`src/rtl/lcb_ram.sv`:
```
// generic single-write, single-read ram with registered read data
module lcb_ram #(
	parameter int WIDTH = 48,
	parameter int DEPTH = 64
) (
	input  logic                     clk,
	input  logic                     we,
	input  logic [$clog2(DEPTH)-1:0] waddr,
	input  logic [WIDTH-1:0]         wdata,
	input  logic [$clog2(DEPTH)-1:0] raddr,
	output logic [WIDTH-1:0]         rdata
);

	logic [WIDTH-1:0] mem_q [DEPTH];
	logic [WIDTH-1:0] rdata_q;

	always_ff @(posedge clk) begin
		if (we) begin
			mem_q[waddr] <= wdata;
		end
		rdata_q <= mem_q[raddr];
	end

	assign rdata = rdata_q;

endmodule

```
`config.mk`:
```
export PLATFORM = sky130hd
export DESIGN_NAME = lcb_ram
export DESIGN_NICKNAME = d
export VERILOG_FILES = /design/src/rtl/lcb_ram.sv
export SDC_FILE = /design/constraint.sdc
export NUM_CORES = 2
export LEC_CHECK = 0
export BUFFER_PORTS_ARGS = -buffer_cell sky130_fd_sc_hd__clkbuf_2
export CORE_MARGIN = 2
export CORE_UTILIZATION = 41
export DETAILED_ROUTE_END_ITERATION = 7
export PLACE_DENSITY_LB_ADDON = 0.25
export SLEW_MARGIN = 20
export SYNTH_ARGS = -nofsm -noshare
export SYNTH_HDL_FRONTEND = slang
export SYNTH_SLANG_ARGS = --single-unit
```
`constraint.sdc`:
```
create_clock -name clk -period 13.61 [get_ports clk]
set_input_delay 2.722 -clock clk [delete_from_list [all_inputs] [get_ports clk]]
set_output_delay 2.722 -clock clk [all_outputs]
set_load 0.01 [all_outputs]
```
==> summary.txt <==
Yosys
  – Synth async-reset ratio: 0%
  – Syn Nets: 5,032
  – Most frequent cells after synthesis: edfxtp_1, mux4_2, nor2_1, o22ai_1
  – Synth Warn #: 0
  – Yosys cell types: 36
  – Synth area leaders: edfxtp_1, mux4_2, dfxtp_1, o22ai_1, a221oi_1
  – Top cell type by total area after synthesis: edfxtp_1
  – Yosys reg bits: 3,120
  – Post-Synthesis Cells: 4,970
  – Main flop type after synthesis: edfxtp_1
  – Synthesized area per cell: 23.56 um^2
  – EDFF count, synth: 3,072
  – Register area share after synthesis: 79.59%
  – Mapped cell area: 117,100 um^2
  – Most numerous cell in the Yosys netlist: edfxtp_1
  – Synth top area share: 78.77%

Drt
  – Number of antenna-violating nets in the routed design: 0
  – Via count: 56.65k
  – Routed vias/inst: 6.072
  – Remaining DRCs: 0
  – Starting DRT DRC Count: 7,501
  – Wire per inst: 35.61 um
  – Drt pass-1 iters: 5
  – Final Routed Wirelength: 332,200 um

CTS
  – PostCTS Resize Cnt: 0
  – Root buf cell: clkbuf_16
  – Maximum buffer depth of the clock tree: 4
  – Htree depth: 5
  – Clk slew on worst S/H paths: 0.06 ns
  – Sink Count: 3,120
  – Num CTS Buffers: 325
  – Worst-skew pair later-pin latency: 0.88 ns
  – Post-CTS setup buffers: 0
  – TritonCTS clock tree: built
  – CTS Hold Bufs: 0

Timing
  – Fmax achieved: 0.1736 GHz
  – Tmin final: 5.761 ns
  – Period utilization: 42.33%
  – Max-slew violation count: 0
  – # setup viols final: 0
  – Setup_tns: 0 ns
  – Worst hold slack: 0.8251 ns
  – RSZ-0062 raised after global routing: no
  – Slew margin rel.: 20.96%
  – Measured slew at the worst slew-check pin: 1.186 ns
  – Final Hold Fails: 0
  – Clk_skew: 0.04307 ns

Placement
  – GPL Wtd Cong: 0.7708
  – Dpl hpwl: 175,800 um
  – Placed cell count: 8,736
  – Area after DPL: 122,900 um^2
  – IO Port Bufs: 109

Critical path
  – Crit-path max cell delay: 0.87 ns
  – CP endpoint kind: flop
  – Critical Path AT: 6.45 ns
  – CP Data Required Time: 14.30 ns
  – Slowest-stage cell, CP: a221oi_1
  – CP startpoint kind: input port
  – CP Class: input port to flop
  – Max Fanout on Critical Path: 59
  – CP Cell Sequence: buf_8, buf_4, buf_4, mux4_2, a22o_1, a221oi_1, a221oi_1

Floorplan
  – Core area: 284,700 um^2
  – Die ar.: 289,900 um^2
  – Die Ht: 538.5 um
  – Ports: 110
  – Die width: 538.5 um
  – FP Rows: 196
  – Initial Utilization: 41.13%

Final layout
  – Area of the multi-input gates: 22,950 um^2
  – Layout cell share with drive strength beyond 1: 28.95%
  – Non-Filler Instances: 9,329
  – Final Cell Area: 133,500 um^2
  – Fill cell count: 23.15k
  – Final Util: 46.88%
  – P&R area growth vs syn: 13.97%
  – Layout Nets: 5,364
  – Sequential cell area: 93,210 um^2

Global route
  – First-pass GRT wire length: 457,200 um
  – Largest net degree at the start of global routing: 124
  – Gr usage total: 22.59%
  – Initial antenna violation count: 30
  – Number of global-route vias before repair: 56.91k
  – Gr ovfl total: 0

Hold path
  – Hold crit path type: flop to flop

Run status
  – Status: complete, no violations

Power and ir drop
  – LEAKAGE: 41.26 nW
  – Peak VDD IR: 0.09406 mV
  – Pwr Density: 152.8 nW/um^2

Job
  – Max-Cap Viols: 0
[per-layer routing]
layer / part of all wire (%) / routed length (um) / global-route usage, %
met1: 40 / 132400 / 31.02
met2: 49 / 162700 / 36.91
met3: 8.4 / 27850 / 4.242
met4: 2.7 / 9075 / 6.575
met5: 0.033 / 108 / 0
[metrics by stage]
stage          setup WS [ns]  total power, mW
6_report               7.849            20.40
5_1_grt                7.583            20.94
3_3_place_gp           6.915            11.81
3_5_place_dp           6.925            11.83
2_1_floorplan          6.603            11.38
4_1_cts                7.848            20.54
[placed cells by master, fill, tap and decap left out, drive strengths merged]
cell type / n
a211oi: 32
a21oi: 74
a221oi: 83
a22o: 57
a22oi: 72
a311o: 1
a311oi: 11
a31o: 5
a31oi: 1
and2: 3
and3: 1
buf: 221
bufinv: 27
clkbuf: 473
clkinv: 135
clkinvlp: 8
dfxtp: 48
diode: 6
edfxtp: 3072
inv: 9
mux2: 12
mux2i: 63
mux4: 754
nand2: 55
nand2b: 10
nand3: 7
nand3b: 5
nand4: 2
nand4b: 1
nor2: 132
nor2b: 24
nor3: 3
o221ai: 28
o22ai: 122
or2: 3
or3: 3
or3b: 4
[area by class of cell]
cell class / count / area share (%)
repair buffers: 287 / 1.590
diodes: 6 / 0.01125
clock buffers: 407 / 6.610
clock inverters: 179 / 1.240
multi-input cells: 1568 / 17.19
well taps: 3762 / 3.526
flip-flops and latches: 3120 / 69.83
[flip-flops by register name, indices dropped and copies added (netlist names)]
signal	count
mem_q	3072
rdata	48
[critical path: cells and delay by family]
family / cells / cell delay, ns
AOI/OAI and AO/OA: 3 / 1.33
buffers and inverters: 3 / 1.73
muxes: 1 / 0.42
[cells by family after synthesis]
| logic type | after synthesis | share of synthesized area (%) |
|---|---|---|
| compound gates | 486 | 3.024 |
| buf+inv | 282 | 1.279 |
| flops | 3120 | 79.59 |
| mux | 829 | 15.15 |
| simple gates | 253 | 0.9572 |
[worst paths after layout]
kind	to	slack [ns]	cells after the start	startpoint
min	rdata[33]$_DFF_P_	0.83	4	mem_q[58][33]$_DFFE_PP_
min reg2reg	rdata[33]$_DFF_P_	0.83	4	mem_q[58][33]$_DFFE_PP_
max	rdata[45]$_DFF_P_	7.85	7	raddr[1]
max reg2reg	rdata[45]$_DFF_P_	11.26	4	mem_q[11][45]$_DFFE_PP_
[where the power goes]
part	switching (mW)	leakage (nW)	internal (mW)
clock	3.67	5.15	5.12
combinational	0.594	8.07	0.329
sequential	0.0444	28.0	10.6
total	4.31	41.3	16.1
No activity file was read; power rests on OpenSTA's default activity.
